===== config.mk =====
export PLATFORM = sky130hd
export DESIGN_NAME = key_event_buffer_device_core
export DESIGN_NICKNAME = d
export VERILOG_FILES = /design/src/kebd_pkg.sv /design/src/kebd_ram.sv /design/src/kebd_store.sv /design/src/key_event_buffer_device_core.sv
export SDC_FILE = /design/constraint.sdc
export NUM_CORES = 1
export LEC_CHECK = 0
export BUFFER_PORTS_ARGS = -buffer_cell sky130_fd_sc_hd__buf_2
export CELL_PAD_IN_SITES_DETAIL_PLACEMENT = 0
export CELL_PAD_IN_SITES_GLOBAL_PLACEMENT = 1
export CORE_ASPECT_RATIO = 1.4
export CORE_UTILIZATION = 55
export DETAILED_ROUTE_END_ITERATION = 6
export GPL_ROUTABILITY_DRIVEN = 0
export HOLD_SLACK_MARGIN = 0.12
export PLACE_DENSITY_LB_ADDON = 0.1
export RECOVER_POWER = 25
export SETUP_SLACK_MARGIN = 0.5
export SYNTH_ARGS = -nofsm -noshare
export SYNTH_HDL_FRONTEND = slang
export SYNTH_HIERARCHICAL = 1
export SYNTH_SLANG_ARGS = --single-unit

===== constraint.sdc =====
create_clock -name clk -period 10.3 [get_ports clk]
set_clock_uncertainty 0.15 [all_clocks]
set_input_delay 1.03 -clock clk [delete_from_list [all_inputs] [get_ports clk]]
set_output_delay 1.03 -clock clk [all_outputs]
set_load 0.02 [all_outputs]

===== src/kebd_pkg.sv =====
// Package for the keyboard event buffer: sizes, opcodes, register indexes,
// the store command struct and the byte extraction helper.
// Depends on nothing; every other file but kebd_ram imports it.
`default_nettype none

package kebd_pkg;

	// Number of entries in each key store.
	localparam int STORE_DEPTH = 16;
	localparam int IDX_W       = (STORE_DEPTH > 1) ? $clog2(STORE_DEPTH) : 1;
	localparam int CNT_W       = $clog2(STORE_DEPTH + 1);

	// Fixed field widths.
	localparam int KEY_W  = 9;
	localparam int WORD_W = 32;
	localparam int OFF_W  = 8;
	localparam int OP_W   = 3;

	// Offsets at or above this value read as zero.
	localparam logic [OFF_W-1:0] REG_SPAN = 8'd24;

	// Request opcodes.
	typedef enum logic [OP_W-1:0] {
		OP_KEY_DOWN   = 3'd0,
		OP_KEY_UP     = 3'd1,
		OP_WORD_READ  = 3'd2,
		OP_BYTE_READ  = 3'd3,
		OP_WORD_WRITE = 3'd4,
		OP_BYTE_WRITE = 3'd5
	} kebd_op_t;

	// Word register indexes (byte offset divided by four).
	localparam logic [2:0] REG_PRESS_IRQ     = 3'd0;
	localparam logic [2:0] REG_RELEASE_IRQ   = 3'd1;
	localparam logic [2:0] REG_PRESS_POP     = 3'd2;
	localparam logic [2:0] REG_RELEASE_POP   = 3'd3;
	localparam logic [2:0] REG_PRESS_COUNT   = 3'd4;
	localparam logic [2:0] REG_RELEASE_COUNT = 3'd5;

	// Command from the decoder to one key store.
	typedef struct packed {
		logic push;
		logic pop;
	} kebd_cmd_t;

	// Byte number sel of a word, zero-extended to a word.
	function automatic logic [WORD_W-1:0] byte_of(input logic [WORD_W-1:0] word,
			input logic [1:0] sel);
		logic [WORD_W-1:0] shifted;
		begin
			shifted = word >> {sel, 3'b000};
			byte_of = {{(WORD_W-8){1'b0}}, shifted[7:0]};
		end
	endfunction

endpackage

`default_nettype wire


===== src/kebd_ram.sv =====
// Generic single-port-write, single-port-read RAM with a registered read.
// No package dependency; used for both key stores.
`default_nettype none

module kebd_ram #(
	parameter int WIDTH = 8,
	parameter int DEPTH = 16,
	parameter int ADDR_W = (DEPTH > 1) ? $clog2(DEPTH) : 1
) (
	input  wire logic              clk,
	input  wire logic              we,
	input  wire logic [ADDR_W-1:0] waddr,
	input  wire logic [WIDTH-1:0]  wdata,
	input  wire logic              re,
	input  wire logic [ADDR_W-1:0] raddr,
	output logic      [WIDTH-1:0]  rdata
);

	logic [WIDTH-1:0] mem [DEPTH];

	// Write port and registered read port; read data holds when not reading.
	always_ff @(posedge clk) begin
		if (we) begin
			mem[waddr] <= wdata;
		end
		if (re) begin
			rdata <= mem[raddr];
		end
	end

endmodule

`default_nettype wire


===== src/kebd_store.sv =====
// One wrap-around key store: RAM, per-entry valid bits, head and saturating count.
// Depends on kebd_pkg and kebd_ram.
`default_nettype none

module kebd_store import kebd_pkg::*; (
	input  wire logic             clk,
	input  wire logic             arst_n,
	input  wire kebd_cmd_t        cmd,
	input  wire logic [KEY_W-1:0] key,
	output logic      [KEY_W-1:0] pop_data,
	output logic      [CNT_W-1:0] count
);

	logic [IDX_W-1:0]       head_q;
	logic [CNT_W-1:0]       count_q;
	logic [STORE_DEPTH-1:0] valid_q;
	logic                   valid_s1;
	logic [IDX_W-1:0]       head_next;
	logic [IDX_W-1:0]       head_prev;
	logic [KEY_W-1:0]       ram_rdata;

	// Wrap-around neighbors of the head.
	assign head_next = (head_q == IDX_W'(STORE_DEPTH - 1)) ? '0 : head_q + 1'b1;
	assign head_prev = (head_q == '0) ? IDX_W'(STORE_DEPTH - 1) : head_q - 1'b1;

	kebd_ram #(
		.WIDTH(KEY_W),
		.DEPTH(STORE_DEPTH)
	) u_ram (
		.clk  (clk),
		.we   (cmd.push),
		.waddr(head_next),
		.wdata(key),
		.re   (cmd.pop),
		.raddr(head_q),
		.rdata(ram_rdata)
	);

	// Head, count and entry valid bits; an entry never written reads as zero.
	always_ff @(posedge clk or negedge arst_n) begin
		if (!arst_n) begin
			head_q   <= '0;
			count_q  <= '0;
			valid_q  <= '0;
			valid_s1 <= 1'b0;
		end else if (cmd.push) begin
			head_q             <= head_next;
			valid_q[head_next] <= 1'b1;
			if (count_q != CNT_W'(STORE_DEPTH)) begin
				count_q <= count_q + 1'b1;
			end
		end else if (cmd.pop) begin
			head_q   <= head_prev;
			valid_s1 <= valid_q[head_q];
			if (count_q != '0) begin
				count_q <= count_q - 1'b1;
			end
		end
	end

	assign pop_data = valid_s1 ? ram_rdata : '0;
	assign count    = count_q;

endmodule

`default_nettype wire


===== src/key_event_buffer_device_core.sv =====
// Keyboard event buffer: a non-pop result is registered in the cycle after
// acceptance; a pop passes the registered RAM read and ST_POP first. One
// request per cycle while the output is not stalled and no pop is in flight.
// Reset clears the interrupt numbers, heads, counts and entry valid bits at
// once; there is no clearing pass. Depends on kebd_pkg and kebd_store.
`default_nettype none

module key_event_buffer_device_core import kebd_pkg::*; (
	input  wire logic              clk,
	input  wire logic              arst_n,
	input  wire logic              in_valid,
	output logic                   in_stall,
	input  wire logic [OP_W-1:0]   opcode,
	input  wire logic [OFF_W-1:0]  offset,
	input  wire logic [WORD_W-1:0] write_data,
	input  wire logic [KEY_W-1:0]  key_code,
	output logic                   out_valid,
	input  wire logic              out_stall,
	output logic [WORD_W-1:0]      read_data,
	output logic                   irq_valid,
	output logic [WORD_W-1:0]      irq_number
);

	typedef enum logic {
		ST_IDLE,
		ST_POP
	} state_t;

	state_t            state_q;
	logic              out_valid_q;
	logic [WORD_W-1:0] read_data_q;
	logic              irq_valid_q;
	logic [WORD_W-1:0] irq_number_q;
	logic [WORD_W-1:0] press_irq_q;
	logic [WORD_W-1:0] release_irq_q;
	logic              pop_release_q;
	logic              pop_byte_q;
	logic [1:0]        byte_sel_q;

	logic              accept;
	logic              out_free;
	logic              in_range;
	logic [2:0]        widx;
	logic              rd_access;
	logic              is_byte_read;
	logic              push_press;
	logic              push_release;
	logic              pop_press;
	logic              pop_release;
	logic [WORD_W-1:0] reg_word;
	logic [WORD_W-1:0] imm_rd;
	logic [WORD_W-1:0] pop_word;
	logic [KEY_W-1:0]  press_pop_data;
	logic [KEY_W-1:0]  release_pop_data;
	logic [CNT_W-1:0]  press_count;
	logic [CNT_W-1:0]  release_count;
	kebd_cmd_t         press_cmd;
	kebd_cmd_t         release_cmd;

	// Handshake: requests wait while a pop or a stalled result is pending.
	assign out_free = !out_valid_q || !out_stall;
	assign in_stall = (state_q != ST_IDLE) || !out_free;
	assign accept   = in_valid && !in_stall;

	// Request decode.
	assign in_range     = offset < REG_SPAN;
	assign widx         = offset[4:2];
	assign is_byte_read = opcode == OP_BYTE_READ;
	assign rd_access    = in_range &&
		((opcode == OP_WORD_READ && offset[1:0] == 2'b00) || is_byte_read);
	assign push_press   = accept && opcode == OP_KEY_DOWN && press_irq_q != '0;
	assign push_release = accept && opcode == OP_KEY_UP && release_irq_q != '0;
	assign pop_press    = accept && rd_access && widx == REG_PRESS_POP;
	assign pop_release  = accept && rd_access && widx == REG_RELEASE_POP;

	assign press_cmd   = '{push: push_press, pop: pop_press};
	assign release_cmd = '{push: push_release, pop: pop_release};

	kebd_store u_press (
		.clk     (clk),
		.arst_n  (arst_n),
		.cmd     (press_cmd),
		.key     (key_code),
		.pop_data(press_pop_data),
		.count   (press_count)
	);

	kebd_store u_release (
		.clk     (clk),
		.arst_n  (arst_n),
		.cmd     (release_cmd),
		.key     (key_code),
		.pop_data(release_pop_data),
		.count   (release_count)
	);

	// Word value of the registers that answer without a store read.
	always_comb begin
		unique case (widx)
			REG_PRESS_IRQ:     reg_word = press_irq_q;
			REG_RELEASE_IRQ:   reg_word = release_irq_q;
			REG_PRESS_COUNT:   reg_word = WORD_W'(press_count);
			REG_RELEASE_COUNT: reg_word = WORD_W'(release_count);
			default:           reg_word = '0;
		endcase
	end

	assign imm_rd = !rd_access ? '0 :
		(is_byte_read ? byte_of(reg_word, offset[1:0]) : reg_word);

	// Popped entry, selected from the store that was read.
	always_comb begin
		pop_word = WORD_W'(pop_release_q ? release_pop_data : press_pop_data);
		if (pop_byte_q) begin
			pop_word = byte_of(pop_word, byte_sel_q);
		end
	end

	// Interrupt number registers, written by word or byte writes.
	always_ff @(posedge clk or negedge arst_n) begin
		if (!arst_n) begin
			press_irq_q   <= '0;
			release_irq_q <= '0;
		end else if (accept) begin
			if (opcode == OP_WORD_WRITE) begin
				if (offset == {3'b000, REG_PRESS_IRQ, 2'b00}) begin
					press_irq_q <= write_data;
				end else if (offset == {3'b000, REG_RELEASE_IRQ, 2'b00}) begin
					release_irq_q <= write_data;
				end
			end else if (opcode == OP_BYTE_WRITE) begin
				if (offset[OFF_W-1:2] == {3'b000, REG_PRESS_IRQ}) begin
					press_irq_q[offset[1:0]*8 +: 8] <= write_data[7:0];
				end else if (offset[OFF_W-1:2] == {3'b000, REG_RELEASE_IRQ}) begin
					release_irq_q[offset[1:0]*8 +: 8] <= write_data[7:0];
				end
			end
		end
	end

	// Control state and the output register.
	always_ff @(posedge clk or negedge arst_n) begin
		if (!arst_n) begin
			state_q       <= ST_IDLE;
			out_valid_q   <= 1'b0;
			read_data_q   <= '0;
			irq_valid_q   <= 1'b0;
			irq_number_q  <= '0;
			pop_release_q <= 1'b0;
			pop_byte_q    <= 1'b0;
			byte_sel_q    <= '0;
		end else begin
			unique case (state_q)
				ST_IDLE: begin
					if (out_valid_q && !out_stall) begin
						out_valid_q <= 1'b0;
					end
					if (accept) begin
						if (pop_press || pop_release) begin
							pop_release_q <= pop_release;
							pop_byte_q    <= is_byte_read;
							byte_sel_q    <= offset[1:0];
							state_q       <= ST_POP;
						end else begin
							out_valid_q  <= 1'b1;
							read_data_q  <= imm_rd;
							irq_valid_q  <= push_press || push_release;
							irq_number_q <= push_press ? press_irq_q :
								(push_release ? release_irq_q : '0);
						end
					end
				end
				ST_POP: begin
					if (out_free) begin
						out_valid_q  <= 1'b1;
						read_data_q  <= pop_word;
						irq_valid_q  <= 1'b0;
						irq_number_q <= '0;
						state_q      <= ST_IDLE;
					end
				end
				default: begin
					state_q <= ST_IDLE;
				end
			endcase
		end
	end

	assign out_valid  = out_valid_q;
	assign read_data  = read_data_q;
	assign irq_valid  = irq_valid_q;
	assign irq_number = irq_number_q;

endmodule

`default_nettype wire


==> key figures <==
Worst setup path
  – Reg-to-Reg End: u_press/u_ram/mem[0][3]
  – Critical-path cell list: buf_2 -> clkinv_1 -> ha_1 -> nor2_1 -> nand4bb_1 -> nor2_1 -> and2_1 -> o21ai_0 -> a21oi_1 -> mux2_2
  – Slowest-stage cell, CP: nand4bb_1
  – CP endpoint kind: flop
  – Critical Path Max Stage Delay: 0.70 ns
  – CP delay by family, top: simple AND/OR/NAND/NOR gates
  – Buffers plus inverters on the worst setup path: 2
  – FF-to-FF path depth: 7
  – Crit path DAT: 4.83 ns
  – Worst Setup EP: u_release/count[3]
  – R2R Setup Slk: 5.98 ns
  – Startpoint Class: input pin
  – Most common cell on crit path: nor2_1
  – Stages on the worst setup path: 10
  – Worst setup path start: offset[0]
  – CP Max Fanout: 16
  – FF-to-FF Start: state_q
  – WP data required: 10.59 ns
  – Worst Setup Path Type: in -> reg

Run
  – Max_cap viols: 5

STA
  – Final hold vios: 0
  – RSZ-0062 raised after global routing: false
  – Final period utilization: 44.1%
  – Slew headroom: -9.58%
  – Tightest Pin Transition: 1.64 ns
  – Worst hold margin: 0.310 ns
  – Max-slew violations: 165
  – Final TNS setup: 0 ns
  – Final setup viols: 0
  – Max Clock Freq: 0.220 GHz
  – Crit path time final: 4.54 ns

Route
  – Final WL: 54.6 mm
  – Drt drc: 0
  – Post-DRT Antenna Nets: 0
  – Total iterations of the first detailed-routing run: 5
  – Avg WL per Cell: 25.3 um
  – Iter 0 DRT Violations: 1204
  – DR vias: 13.3k
  – Vias per cell: 6.17

Clock tree
  – Clock buffer depth: 3
  – Root buffer cell: clkbuf_16
  – Post-CTS Setup Bufs: 0
  – Post-cts resize count: 0
  – CTS buffer count: 47
  – H-tree depth: 2
  – Clk_lat worst skew: 0.57 ns
  – CTS tree: built
  – CTS Hold Buffers Added: 0
  – Reg clk slew, reported paths: 0.06 ns
  – TritonCTS Sinks: 493

Power and ir drop
  – Sequential share of power: 46.2%
  – Clock power frac: 34.3%
  – Cell area power density: 204 mW/mm2
  – NetSw: 1.35 mW
  – Internal power: 3.55 mW
  – Worst VDD drop: 143 uV
  – Switch share: 27.5%
  – Leakage: 9.11 nW
  – Comb pwr share: 19.5%

Final layout
  – Post-Layout Cell Count: 2155
  – Layout cells sized above 1: 17.8%
  – Area Overhead vs Synth: 11.3%
  – Fin util: 62.2%
  – Final net count: 1677
  – Design area: 0.0240 mm2
  – Ant diodes: 0

Synth
  – Primary FF master, synth: edfxtp_1
  – Post-synthesis sequential area ratio: 64.4%
  – Number of synthesized flops with an enable pin: 306
  – Synth Instances: 1490
  – Synth warn: 6
  – Syn_nets: 1566
  – Synth unique cells: 77
  – Ys async rst share: 37.9%
  – Avg Inst Size Synth: 14.5 um2
  – Synthesized cell area: 0.0215 mm2
  – Flops & latches, synth: 493

Floorplanning
  – Die H: 236 um
  – Die extent in x: 169 um
  – I/O Pins: 123
  – Full die area: 0.0400 mm2
  – Rows: 85
  – Initial core utilization: 55.9%
  – Core Box Area: 0.0385 mm2

GRT
  – Vias in the first global route: 13.3k
  – Total grt overflow: 0
  – First-pass GRT wire length: 82.2 mm
  – Largest net degree at the start of global routing: 117
  – Initial antenna violation count: 0
  – Gr usage total: 28.0%

Place
  – Dpl hpwl: 37.6 mm
  – DP Area: 0.0225 mm2
  – Placed instance count: 2074
  – Number of I/O port buffers: 122

Min path
  – Min-delay worst type: reg -> reg

Status
  – Status: finished, violations left
  – Failing checks: max-capacitance violations, max-slew violations
-- area by class of cell --
type,instances,area [um2]
multi-input cells,842,6920
clock buffers,57,1240
repair buffers,141,751
inverters,76,285
fillers,2974,14500
flip-flops and latches,493,13900
clock inverters,24,239
well taps,522,653
-- synthesized netlist by cell type (24+ instances only) --
cell type	number	area, um2
a21oi_1	66	330
a22oi_1	62	465
clkbuf_1	28	105
dfrtp_1	187	4680
edfxtp_1	306	9190
inv_1	75	282
mux2i_1	30	300
mux4_1	32	841
mux4_2	60	1350
nand2_1	116	435
nor2_1	125	469
o21ai_0	30	150
o21bai_1	24	180
o221ai_1	30	263
-- sequential cells by signal (all words and copies together), names as in the netlist, 4 cells and up --
name                   flops
u_press/u_ram/mem        144
u_release/u_ram/mem      144
irq_number                32
press_irq_q               32
read_data                 32
release_irq_q             32
u_press/valid_q           16
u_release/valid_q         16
u_press/u_ram/rdata        9
u_release/u_ram/rdata      9
u_press/count              5
u_release/count            5
u_press/head_q             4
u_release/head_q           4
-- metal layers --
layer  up-vias  track usage (%)  routed length, um
met2       518             49.0              28300
met5         -                0                  0
li1       5930                -                  -
met4         0             16.0               3350
met3       133             3.61               2700
met1      6724             33.3              20200
-- how the worst min path moves through the flow --
stage / startpoint / end / slack [ns] / depth (start not counted)
6_report: u_release/valid_q[12] / u_release/valid_q[12] / 0.31 / 1
5_1_grt: u_release/valid_q[4] / u_release/valid_q[4] / 0.33 / 1
4_1_cts: u_release/valid_q[12] / u_release/valid_q[12] / 0.31 / 1
3_5_place_dp: u_release/valid_q[12] / u_release/valid_q[12] / 0.30 / 1
3_3_place_gp: u_release/valid_q[8] / u_release/valid_q[8] / 0.29 / 1
2_1_floorplan: u_release/valid_q[9] / u_release/valid_q[9] / 0.28 / 1
-- per-stage QoR --
step                total power [mW]  worst slack, ns
finish                          4.89             5.76
floorplan                       2.98             6.10
global route                    5.07             5.46
CTS                             4.93             5.79
detailed placement              3.26             5.23
global placement                3.24             5.40
-- power by group through the flow --
stage               clock (mW)  sequential, mW  combinational (mW)
floorplan                    0            2.28               0.707
global placement             0            2.30               0.945
detailed placement           0            2.30               0.957
CTS                       1.71            2.26               0.960
global route              1.78            2.27                1.02
finish                    1.68            2.26               0.953
-- cells by family (layout without fill, tap and decap cells) --
kind of cell	count (synthesis)	after routing	share of synthesized area (%)
DFF	493	493	64.4
and+or+nand+nor	375	375	8.41
buffers and inverters	155	298	3.52
adders and majority gates	20	20	1.23
muxes	133	133	12.1
AOI/OAI and AO/OA	303	303	9.84
xor gates and xnor gates	11	11	0.447
-- cell usage in the layout (no fill, tap or decap), types with 19 or more instances in the layout --
cell type / count
o21bai_1: 24
buf_2: 112
mux4_1: 32
edfxtp_1: 306
mux4_2: 60
nor2_1: 125
o221ai_1: 30
a22oi_1: 62
o21ai_0: 30
nand2_1: 116
buf_4: 19
a21oi_1: 66
dfrtp_1: 185
mux2i_1: 30
and2_1: 22
clkbuf_16: 47
inv_1: 75
(Power assumes the default switching activity.)
